==> src/design/hnrt_pkg.sv <==
// Shared types, constants and helper functions for the held note range tracker.
`timescale 1ns / 1ps

package hnrt_pkg;

  localparam int NOTE_W        = 7;
  localparam int BYTE_W        = 8;
  localparam int BIT_IX_W      = 3;
  localparam int BYTE_IX_W     = 4;
  localparam int COUNT_W       = 8;
  localparam int MAP_BYTES_DEF = 16;

  localparam logic [NOTE_W-1:0]  NOTE_MAX  = 7'd127;
  localparam logic [NOTE_W-1:0]  NOTE_MIN  = 7'd0;
  localparam logic [COUNT_W-1:0] COUNT_MAX = 8'd255;

  typedef enum logic [1:0] {
    CMD_TRIGGER = 2'd0,
    CMD_RELEASE = 2'd1,
    CMD_ALL_OFF = 2'd2,
    CMD_UNUSED  = 2'd3
  } command_t;

  typedef struct packed {
    logic clear;
    logic wr_en;
  } map_ctrl_t;

  function automatic logic [BIT_IX_W-1:0] msb_index(input logic [BYTE_W-1:0] v);
    logic [BIT_IX_W-1:0] ix;
    ix = '0;
    for (int k = 0; k < BYTE_W; k++) begin
      if (v[k]) begin
        ix = BIT_IX_W'(k);
      end
    end
    return ix;
  endfunction

  function automatic logic [BIT_IX_W-1:0] lsb_index(input logic [BYTE_W-1:0] v);
    logic [BIT_IX_W-1:0] ix;
    ix = '0;
    for (int k = BYTE_W - 1; k >= 0; k--) begin
      if (v[k]) begin
        ix = BIT_IX_W'(k);
      end
    end
    return ix;
  endfunction

endpackage

==> src/design/hnrt_map.sv <==
// Held note bit map: byte memory with one write port, two read ports and per-byte valid bits.
`timescale 1ns / 1ps

module hnrt_map import hnrt_pkg::*; #(
  parameter int MAP_BYTES = MAP_BYTES_DEF,
  localparam int IDX_W = (MAP_BYTES > 1) ? $clog2(MAP_BYTES) : 1
) (
  input  logic              clk,
  input  logic              rst,
  input  map_ctrl_t         ctrl,
  input  logic [IDX_W-1:0]  wr_addr,
  input  logic [BYTE_W-1:0] wr_data,
  input  logic [IDX_W-1:0]  rd_addr_a,
  input  logic [IDX_W-1:0]  rd_addr_b,
  output logic [BYTE_W-1:0] rd_data_a,
  output logic [BYTE_W-1:0] rd_data_b
);

  logic [BYTE_W-1:0]    mem [MAP_BYTES];
  logic [MAP_BYTES-1:0] valid;
  logic [BYTE_W-1:0]    q_a;
  logic [BYTE_W-1:0]    q_b;
  logic                 valid_a;
  logic                 valid_b;

  always_ff @(posedge clk) begin
    if (ctrl.wr_en) begin
      mem[wr_addr] <= wr_data;
    end
    q_a     <= mem[rd_addr_a];
    q_b     <= mem[rd_addr_b];
    valid_a <= valid[rd_addr_a];
    valid_b <= valid[rd_addr_b];
  end

  always_ff @(posedge clk) begin
    if (rst || ctrl.clear) begin
      valid <= '0;
    end else if (ctrl.wr_en) begin
      valid[wr_addr] <= 1'b1;
    end
  end

  assign rd_data_a = valid_a ? q_a : '0;
  assign rd_data_b = valid_b ? q_b : '0;

endmodule

==> src/design/held_note_range_tracker.sv <==
// Top level of the held note range tracker: command sequencer, scan engine and result register.
`timescale 1ns / 1ps

// The tracker keeps the held notes as a byte map in a small memory with two read ports.
// A trigger passes through the read-modify-write and output states, all notes off and the
// unused command go straight to the output state, and a release that reaches an extreme
// rescans the map one byte per cycle from both ends at once. Reset and all notes off clear
// the map at once through per-byte valid bits. A new command is taken while an earlier
// result still waits in the output register.
module held_note_range_tracker import hnrt_pkg::*; #(
  parameter int MAP_BYTES = MAP_BYTES_DEF
) (
  input  logic               clk,
  input  logic               rst,
  input  logic               cmd_valid,
  output logic               cmd_stall,
  input  logic [1:0]         command,
  input  logic [NOTE_W-1:0]  note,
  output logic               result_valid,
  input  logic               result_stall,
  output logic [NOTE_W-1:0]  highest_note,
  output logic [NOTE_W-1:0]  lowest_note,
  output logic [COUNT_W-1:0] held_count,
  output logic [COUNT_W-1:0] previous_count
);

  localparam int IDX_W = (MAP_BYTES > 1) ? $clog2(MAP_BYTES) : 1;
  localparam int CNT_W = $clog2(MAP_BYTES + 1);
  localparam logic [CNT_W-1:0]     LAST_STEP = CNT_W'(MAP_BYTES - 1);
  localparam logic [CNT_W-1:0]     NUM_STEPS = CNT_W'(MAP_BYTES);
  localparam logic [BYTE_IX_W:0]   MAP_LIMIT = (BYTE_IX_W + 1)'(MAP_BYTES);

  typedef enum logic [1:0] {
    ST_IDLE,
    ST_RMW,
    ST_SCAN,
    ST_OUT
  } state_t;

  state_t               state;
  logic [NOTE_W-1:0]    top_note;
  logic [NOTE_W-1:0]    bottom_note;
  logic [COUNT_W-1:0]   count_now;
  logic [COUNT_W-1:0]   count_before;
  command_t             cur_cmd;
  logic [NOTE_W-1:0]    cur_note;
  logic                 in_map;
  logic                 top_done;
  logic                 bot_done;
  logic [CNT_W-1:0]     issue_k;
  logic [CNT_W-1:0]     chk_k;
  logic                 chk_valid;

  map_ctrl_t            map_ctrl;
  logic [IDX_W-1:0]     rd_addr_a;
  logic [IDX_W-1:0]     rd_addr_b;
  logic [BYTE_W-1:0]    rd_data_a;
  logic [BYTE_W-1:0]    rd_data_b;
  logic [BYTE_W-1:0]    wr_data;
  logic [BYTE_W-1:0]    bit_mask;
  logic [CNT_W-1:0]     top_step;
  logic [CNT_W-1:0]     chk_top_step;
  logic                 accept;
  logic                 out_free;
  logic                 top_after;
  logic                 bot_after;
  command_t             in_cmd;

  assign accept    = cmd_valid && !cmd_stall;
  assign cmd_stall = (state != ST_IDLE);
  assign out_free  = !result_valid || !result_stall;
  assign in_cmd    = command_t'(command);

  assign bit_mask = BYTE_W'(1) << cur_note[BIT_IX_W-1:0];
  assign wr_data  = (cur_cmd == CMD_TRIGGER) ? (rd_data_a | bit_mask) : (rd_data_a & ~bit_mask);

  assign top_step     = LAST_STEP - issue_k;
  assign chk_top_step = LAST_STEP - chk_k;

  always_comb begin
    map_ctrl.clear = accept && (in_cmd == CMD_ALL_OFF);
    map_ctrl.wr_en = (state == ST_RMW) && in_map;
    rd_addr_a      = (state == ST_SCAN) ? top_step[IDX_W-1:0] : note[IDX_W+BIT_IX_W-1:BIT_IX_W];
    rd_addr_b      = issue_k[IDX_W-1:0];
  end

  assign top_after = top_done || (rd_data_a != '0);
  assign bot_after = bot_done || (rd_data_b != '0);

  hnrt_map #(
    .MAP_BYTES (MAP_BYTES)
  ) u_map (
    .clk       (clk),
    .rst       (rst),
    .ctrl      (map_ctrl),
    .wr_addr   (cur_note[IDX_W+BIT_IX_W-1:BIT_IX_W]),
    .wr_data   (wr_data),
    .rd_addr_a (rd_addr_a),
    .rd_addr_b (rd_addr_b),
    .rd_data_a (rd_data_a),
    .rd_data_b (rd_data_b)
  );

  always_ff @(posedge clk) begin
    if (rst) begin
      state        <= ST_IDLE;
      top_note     <= NOTE_MIN;
      bottom_note  <= NOTE_MAX;
      count_now    <= '0;
      count_before <= '0;
      result_valid <= 1'b0;
      chk_valid    <= 1'b0;
      top_done     <= 1'b1;
      bot_done     <= 1'b1;
      issue_k      <= '0;
      chk_k        <= '0;
    end else begin
      if (result_valid && !result_stall && state != ST_OUT) begin
        result_valid <= 1'b0;
      end
      case (state)
        ST_IDLE: begin
          if (accept) begin
            cur_cmd  <= in_cmd;
            cur_note <= note;
            in_map   <= ({1'b0, note[NOTE_W-1:BIT_IX_W]} < MAP_LIMIT);
            case (in_cmd)
              CMD_TRIGGER: begin
                if (count_now == '0 || note > top_note) begin
                  top_note <= note;
                end
                if (count_now == '0 || note < bottom_note) begin
                  bottom_note <= note;
                end
                count_before <= count_now;
                if (count_now != COUNT_MAX) begin
                  count_now <= count_now + COUNT_W'(1);
                end
                state <= ST_RMW;
              end
              CMD_RELEASE: begin
                count_before <= count_now;
                if (count_now != '0) begin
                  count_now <= count_now - COUNT_W'(1);
                end
                top_done <= !(note >= top_note);
                bot_done <= !(note <= bottom_note);
                state    <= ST_RMW;
              end
              CMD_ALL_OFF: begin
                top_note     <= NOTE_MIN;
                bottom_note  <= NOTE_MAX;
                count_now    <= '0;
                count_before <= '0;
                state        <= ST_OUT;
              end
              default: begin
                state <= ST_OUT;
              end
            endcase
          end
        end
        ST_RMW: begin
          issue_k   <= '0;
          chk_valid <= 1'b0;
          if (cur_cmd == CMD_RELEASE && !(top_done && bot_done)) begin
            state <= ST_SCAN;
          end else begin
            state <= ST_OUT;
          end
        end
        ST_SCAN: begin
          if (chk_valid && ((top_after && bot_after) || chk_k == LAST_STEP)) begin
            chk_valid <= 1'b0;
            state     <= ST_OUT;
          end else if (issue_k < NUM_STEPS) begin
            chk_k     <= issue_k;
            chk_valid <= 1'b1;
            issue_k   <= issue_k + CNT_W'(1);
          end else begin
            chk_valid <= 1'b0;
          end
          if (chk_valid) begin
            if (!top_done && rd_data_a != '0) begin
              top_note <= {BYTE_IX_W'(chk_top_step[IDX_W-1:0]), msb_index(rd_data_a)};
            end
            if (!bot_done && rd_data_b != '0) begin
              bottom_note <= {BYTE_IX_W'(chk_k[IDX_W-1:0]), lsb_index(rd_data_b)};
            end
            top_done <= top_after;
            bot_done <= bot_after;
          end
        end
        ST_OUT: begin
          if (out_free) begin
            result_valid   <= 1'b1;
            highest_note   <= top_note;
            lowest_note    <= bottom_note;
            held_count     <= count_now;
            previous_count <= count_before;
            state          <= ST_IDLE;
          end
        end
        default: begin
          state <= ST_IDLE;
        end
      endcase
    end
  end

  a_all_off_clears: assert property (@(posedge clk) disable iff (rst)
    (accept && in_cmd == CMD_ALL_OFF) |=>
      (count_now == '0 && top_note == NOTE_MIN && bottom_note == NOTE_MAX))
    else $error("All notes off did not restore the cleared state.");

  a_result_from_out: assert property (@(posedge clk) disable iff (rst)
    $rose(result_valid) |-> $past(state == ST_OUT))
    else $error("Result appeared without passing through the output state.");

  a_check_in_scan: assert property (@(posedge clk) disable iff (rst)
    chk_valid |-> (state == ST_SCAN))
    else $error("Scan data check pending outside of a scan.");

  a_count_on_transfer: assert property (@(posedge clk) disable iff (rst)
    (state != ST_IDLE && !$past(rst)) |=> $stable(count_now) || $past(state == ST_IDLE))
    else $error("Held count changed without a command transfer.");

endmodule

==> config.mk <==
export PLATFORM = sky130hd
export DESIGN_NAME = held_note_range_tracker
export DESIGN_NICKNAME = d
export VERILOG_FILES = /design/src/design/hnrt_pkg.sv /design/src/design/hnrt_map.sv /design/src/design/held_note_range_tracker.sv
export SDC_FILE = /design/constraint.sdc
export NUM_CORES = 1
export LEC_CHECK = 0
export BUFFER_PORTS_ARGS = -buffer_cell sky130_fd_sc_hd__clkbuf_2
export CORE_MARGIN = 3
export CORE_UTILIZATION = 65
export CTS_CLUSTER_SIZE = 8
export DETAILED_ROUTE_END_ITERATION = 10
export GPL_TIMING_DRIVEN = 0
export PLACE_DENSITY = 0.92
export SYNTH_ARGS = -nofsm -noshare
export SYNTH_HDL_FRONTEND = slang
export SYNTH_SLANG_ARGS = --single-unit
==> constraint.sdc <==
create_clock -name clk -period 7.4 [get_ports clk]
set_clock_uncertainty 0.15 [all_clocks]
set_input_delay 1.85 -clock clk [delete_from_list [all_inputs] [get_ports clk]]
set_output_delay 1.85 -clock clk [all_outputs]
set_load 0.05 [all_outputs]
[Word level (Yosys, flattened, before mapping)]
Memories as Yosys holds them, arrays and structs flattened. A register that Yosys moved wholly into a read port is not among the register bits.
Cells that the tools add are included.
Storage, ports and cells
  word-level logic and storage cells: 180
  input port bits: 13
  memories: 1
  register bits after elaboration: 103
  output and inout bits: 32
  bits in writable memories: 128
Memories
  u_map.mem: depth 16, width 8, read ports 2, clocked after memory_dff 2, write ports 1, line hnrt_map.sv:19  | logic [BYTE_W-1:0] mem [MAP_BYTES];
Cells by class
  add/sub/neg operators: 5
  bitwise operators: 6
  shift-type cells: 1
  order comparisons: 9
  multiplexer cells: 66
  reductions and logical operators: 49
  eq/ne operators: 23
Operators by type and width (number)
  7-bit 2-to-1 mux: 8
  7-bit case mux with 2 select lines: 4
  3-bit 2-to-1 mux: 14
  8-bit 2-to-1 mux: 5
  8-bit case mux with 3 select lines: 1
  8-bit nonzero test: 3
  1-bit 2-to-1 mux: 18
  3-bit AND reduction: 6
  16-bit bitwise OR: 1
  8-bit case mux with 2 select lines: 1
  4-bit by 5-bit less-than comparator with 1-bit output (second input constant): 3
  2-bit inequality test (second input constant): 7
  6-bit AND reduction: 2
  1-bit logical AND: 11
  5-bit 2-to-1 mux: 2
  2-bit by 1-bit inequality test with 1-bit output (second input constant): 5
  5-bit case mux with 2 select lines: 1
  8-bit by 1-bit adder with 8-bit output (second input constant): 1
  8-bit bitwise AND: 1
  1-bit binary-select mux with 4-bit select: 2
  1-bit zero test: 8
  8-bit zero test: 1
  2-bit 2-to-1 mux: 4
  8-bit inequality test (second input constant): 1
  other kinds (29): 49

[Logic depth before layout (Yosys ltp)]
  depth after elaboration: 12
  gate-level depth with buffers: 11
  gate-level depth less buffers: 9

[Modules after synthesis]
Synthesis repeated with hierarchy kept, for this count alone.
Unflattened totals
  cells, all modules: 804
  area, all modules: 11517.3 µm²
Modules (own cells, without submodules)
  hnrt_map: cells an instance 375, times used 1, area an instance 7200.7 µm², sequential area each 4524.3 µm²
  held_note_range_tracker: cells an instance 429, times used 1, area an instance 4316.6 µm², sequential area each 2092.0 µm²

[Worst setup path after synthesis]
OpenSTA, ideal clock, no wires.
  path type: input -> register
  start point: input command[1]
  end point: register count_now[7]
  buffers on the path: 0
  data arrival time: 3530 ps
  path slack: 3588 ps
  library setup time: 132 ps
  stages: 9
  data required time: 7118 ps
  cells stage by stage: nand2b_1 -> inv_1 -> ha_1 -> a21oi_1 -> o211ai_1 -> o41ai_1 -> nor3_1 -> o211ai_1 -> a31oi_1
On the way
  word-level cells in the longest chain between the ends: 3
  elaborated cells between the ends (all ways): 8
  those cells by class: eq/ne: 4; mux: 1; reduce/logical: 3
RTL lines
  from (decl): line held_note_range_tracker.sv:17  | input logic [1:0] command,
  2-bit by 1-bit == test with 1-bit output, or another cell as far along: line held_note_range_tracker.sv:127  | case (in_cmd)
  2-bit inequality test (no line) / 3-bit nonzero test (equally long branches)
  5-bit AND reduction (no line)
  to (signal assigned): line held_note_range_tracker.sv:137  | count_now <= count_now + COUNT_W'(1);
  to (signal assigned): line held_note_range_tracker.sv:144  | count_now <= count_now - COUNT_W'(1);
  to (decl): line held_note_range_tracker.sv:43  | logic [COUNT_W-1:0] count_now;
Parallel ways exist; a longest one is shown, timed or not.
A chain may end at the register's enable or synchronous reset.

[Final worst setup path]
  start point: input note[4]
  end point: register u_map.q_a[5], read port of u_map.mem
On the way
  word-level cells in the longest chain between the ends: 1
RTL lines
  from (decl): line held_note_range_tracker.sv:18  | input logic [NOTE_W-1:0] note,
  4-bit 2-to-1 mux: line held_note_range_tracker.sv:83  | rd_addr_a = (state == ST_SCAN) ? top_step[IDX_W-1:0] : note[IDX_W+BIT_IX_W-1:BIT_IX_W];
  to (decl): line hnrt_map.sv:21  | logic [BYTE_W-1:0] q_a;
No other way between the ends.

==> key figures <==
Status
  • Status: finished, final reports clean

Timing
  • Slew Viols, Final: 0
  • Fmax: around 240 MHz
  • Final period utilization: 57.4%
  • Setup TNS: 0 ps
  • RSZ-0062 raised after global routing: no
  • Final setup margin: approximately 3200 ps
  • Worst-Margin Slew: 1380 ps
  • Final setup violating endpoints: 0
  • Final min period: 4250 ps
  • Relative slew slack: 5.14%
  • Final hold violations: 0

Pwr
  • P_sw: about 1.4 mW
  • Int Pwr: 3.08 mW
  • Seq pwr share: 39.6%
  • Sw frac: 31.9%
  • Maximum vdd drop: between 0.0003 and 0.0004 V
  • Comb power frac: 26.1%
  • Clock power share: approximately 34%
  • Tot Pwr: 4.51 mW
  • Lkg Pwr: 4.63 nW
  • Pwr/cell area: 346 nW/um^2

Worst hold path
  • Min-delay worst type: register to register

Global route
  • Total gr overflow: 0
  • Initial antenna violation count: 0
  • First-pass GRT wire length: 46100 um
  • Largest net degree at the start of global routing: 31
  • Vias in the first global route: about 7900
  • GRT Total Usage: ~31%

Die
  • Starting Density: 67.4%
  • Die area: 19100 sq um
  • # rows: 47
  • Die Span Y: 138 um
  • I/O pin count: 45
  • Die X: 138 um
  • Core area: 16900 sq um

Final layout
  • Share of post-route cells with drive strength above 1: between 20% and 30%
  • Net count, final: 913
  • Antenna Cells: 0
  • Layout area overhead: 14.6%
  • Fin util: 77.2%

Routing
  • Final wirelength: 29700 um
  • DRC: 0
  • Via Count: about 8000
  • TritonRoute pass-1 iters: 8
  • Initial DRC count: 997
  • Antenna-violating nets left: 0
  • Drt via density: 7.09
  • DR WL/cell: about 27 um

Yosys
  • Mapped Avg Cell Area: 14.5 sq um
  • Synth top area cells: edfxtp_1 (44%), mux4_2 (15%), dfxtp_1 (14%)
  • Mapped Cells: 785
  • Syn_nets: between 800 and 900
  • Synth top area share: 44.1%
  • Register bit total from synthesis: ~250
  • Seq/Total Area, Yosys: between 50% and 60%
  • Top_reg_cell synth: edfxtp_1
  • Post-synth top cells: edfxtp_1 (167), dfxtp_1 (80), mux4_2 (74)
  • Mapped cell area: 11400 sq um
  • Synth area leader: edfxtp_1
  • Post-synth EDFFs: 167
  • Async SR Flop Fraction: 0%
  • Most frequent cell after synthesis: edfxtp_1
  • Yosys cell types: 66
  • Synth warn: 0

Clocking
  • Clock root cell: clkbuf_16
  • Hold-fix buffer count after cts: 0
  • CTS clock-pin slew for the worst setup and hold paths: 50 ps
  • Post-CTS setup buffer count: 0
  • Max Buffers Root-to-Sink: 3
  • Number of gates resized after CTS: 0
  • CTS Buf Count: 36
  • H-tree depth: 2
  • Sink Count: 247
  • Clk_lat worst skew: 520 ps
  • CTS tree: yes

Critical path
  • Critical Setup Path Class: input pin to register
  • Arr. time, crit path: approximately 4500 ps
  • Crit start category: input pin
  • CP Data Required Time: 7620 ps
  • Critical Path, Cell by Cell: clkbuf_2 > inv_1 > mux2i_2 > clkbuf_1 > mux4_2 > a211oi_1 > a21oi_1
  • Crit-path max FO: 10
  • Peak per-stage delay on the critical path: roughly 710 ps
  • Worst setup EP type: register
  • Slowest CP cell: clkbuf_1

Placed design
  • GPL Wtd Cong: around 0.97
  • Post-placement setup slack: around 2800 ps
  • IO buf count: 44
  • Detailed placement HPWL: 18700 um

Flow run
  • MaxCap Viol Count: 0
==> flip-flops by register name, summed over array words and instances, names as in the netlist <==
name	cells
bot_done	1
bottom_note	7
chk_k	5
chk_valid	1
count_before	8
count_now	8
cur_cmd	2
cur_note	7
held_count	8
highest_note	7
issue_k	5
lowest_note	7
previous_count	8
result_valid	1
state	2
top_done	1
top_note	7
u_map.mem	128
u_map.q_a	8
u_map.q_b	8
u_map.valid	16
u_map.valid_a	1
u_map.valid_b	1
==> worst paths after layout <==
kind | startpoint | to | slack, ps | cells past startpoint
setup / recovery | note[4] | u_map.q_a[5] | 3150 | 7
hold / removal | top_note[5] | highest_note[5] | 280 | 0
setup reg to reg | state[0] | u_map.q_a[5] | 3640 | 9
hold reg to reg | top_note[5] | highest_note[5] | 280 | 0
==> power groups by stage <==
stage	registers [mW]	clock network, mW	logic [mW]
after global routing	1.80	1.61	1.26
after global placement	1.80	0	1.05
after CTS	1.78	1.55	1.15
after floorplan	1.81	0	0.773
after detailed placement	1.81	0	1.12
final	1.79	1.55	1.18
==> area by class of cell <==
type	count	area (sq um)
buffer	40	211
fill	927	3850
clock inverter	1	16.3
multi-input combinational	467	4460
inverter	31	119
timing repair buffer	51	280
tap	220	275
clock buffer	64	1050
sequential	247	6620
==> cell usage in the layout (no fill, tap or decap), drive strengths merged, types with 10 or more instances in the layout <==
cell and n:
mux2i 21, nand3 20, mux4 81, nand2 32, dfxtp 80, ha 25
o21a 18, clkbuf 131, o21ai 21, a22oi 10, a21oi 40, edfxtp 167
nor2b 14, inv 31, nor2 60, a211oi 15, nor3 13, buf 24
==> per-layer routing <==
metal  share of wire [%]  track usage, %
met3                  10            6.70
met2                  49            51.0
met1                  35            40.7
met5                   0               0
met4                 5.3            15.2
==> stage by stage <==
step	hold WS, ps	area (sq um)	cells
final	283	13000	1121
after global placement	262	11900	1049
after detailed placement	267	12000	1056
after global routing	296	13000	1121
after CTS	278	13000	1121
after floorplan	258	11400	785
==> worst max-delay path: cells and delay by family <==
| kind | cells | cell delay (ps) |
|---|---|---|
| compound gates | 2 | 510 |
| mux | 2 | 1090 |
| buf+inv | 3 | 1000 |
==> cell families after synthesis <==
logic type	synth area share (%)
buffers and inverters	2.91
AO/OA/AOI/OAI	9.11
flip-flops	58.2
AND/OR/NAND/NOR	7.34
multiplexers	19.0
XOR/XNOR	0.539
adder cells (fa/ha/maj)	2.93
Note: power is estimated with default switching activity, not from simulation.
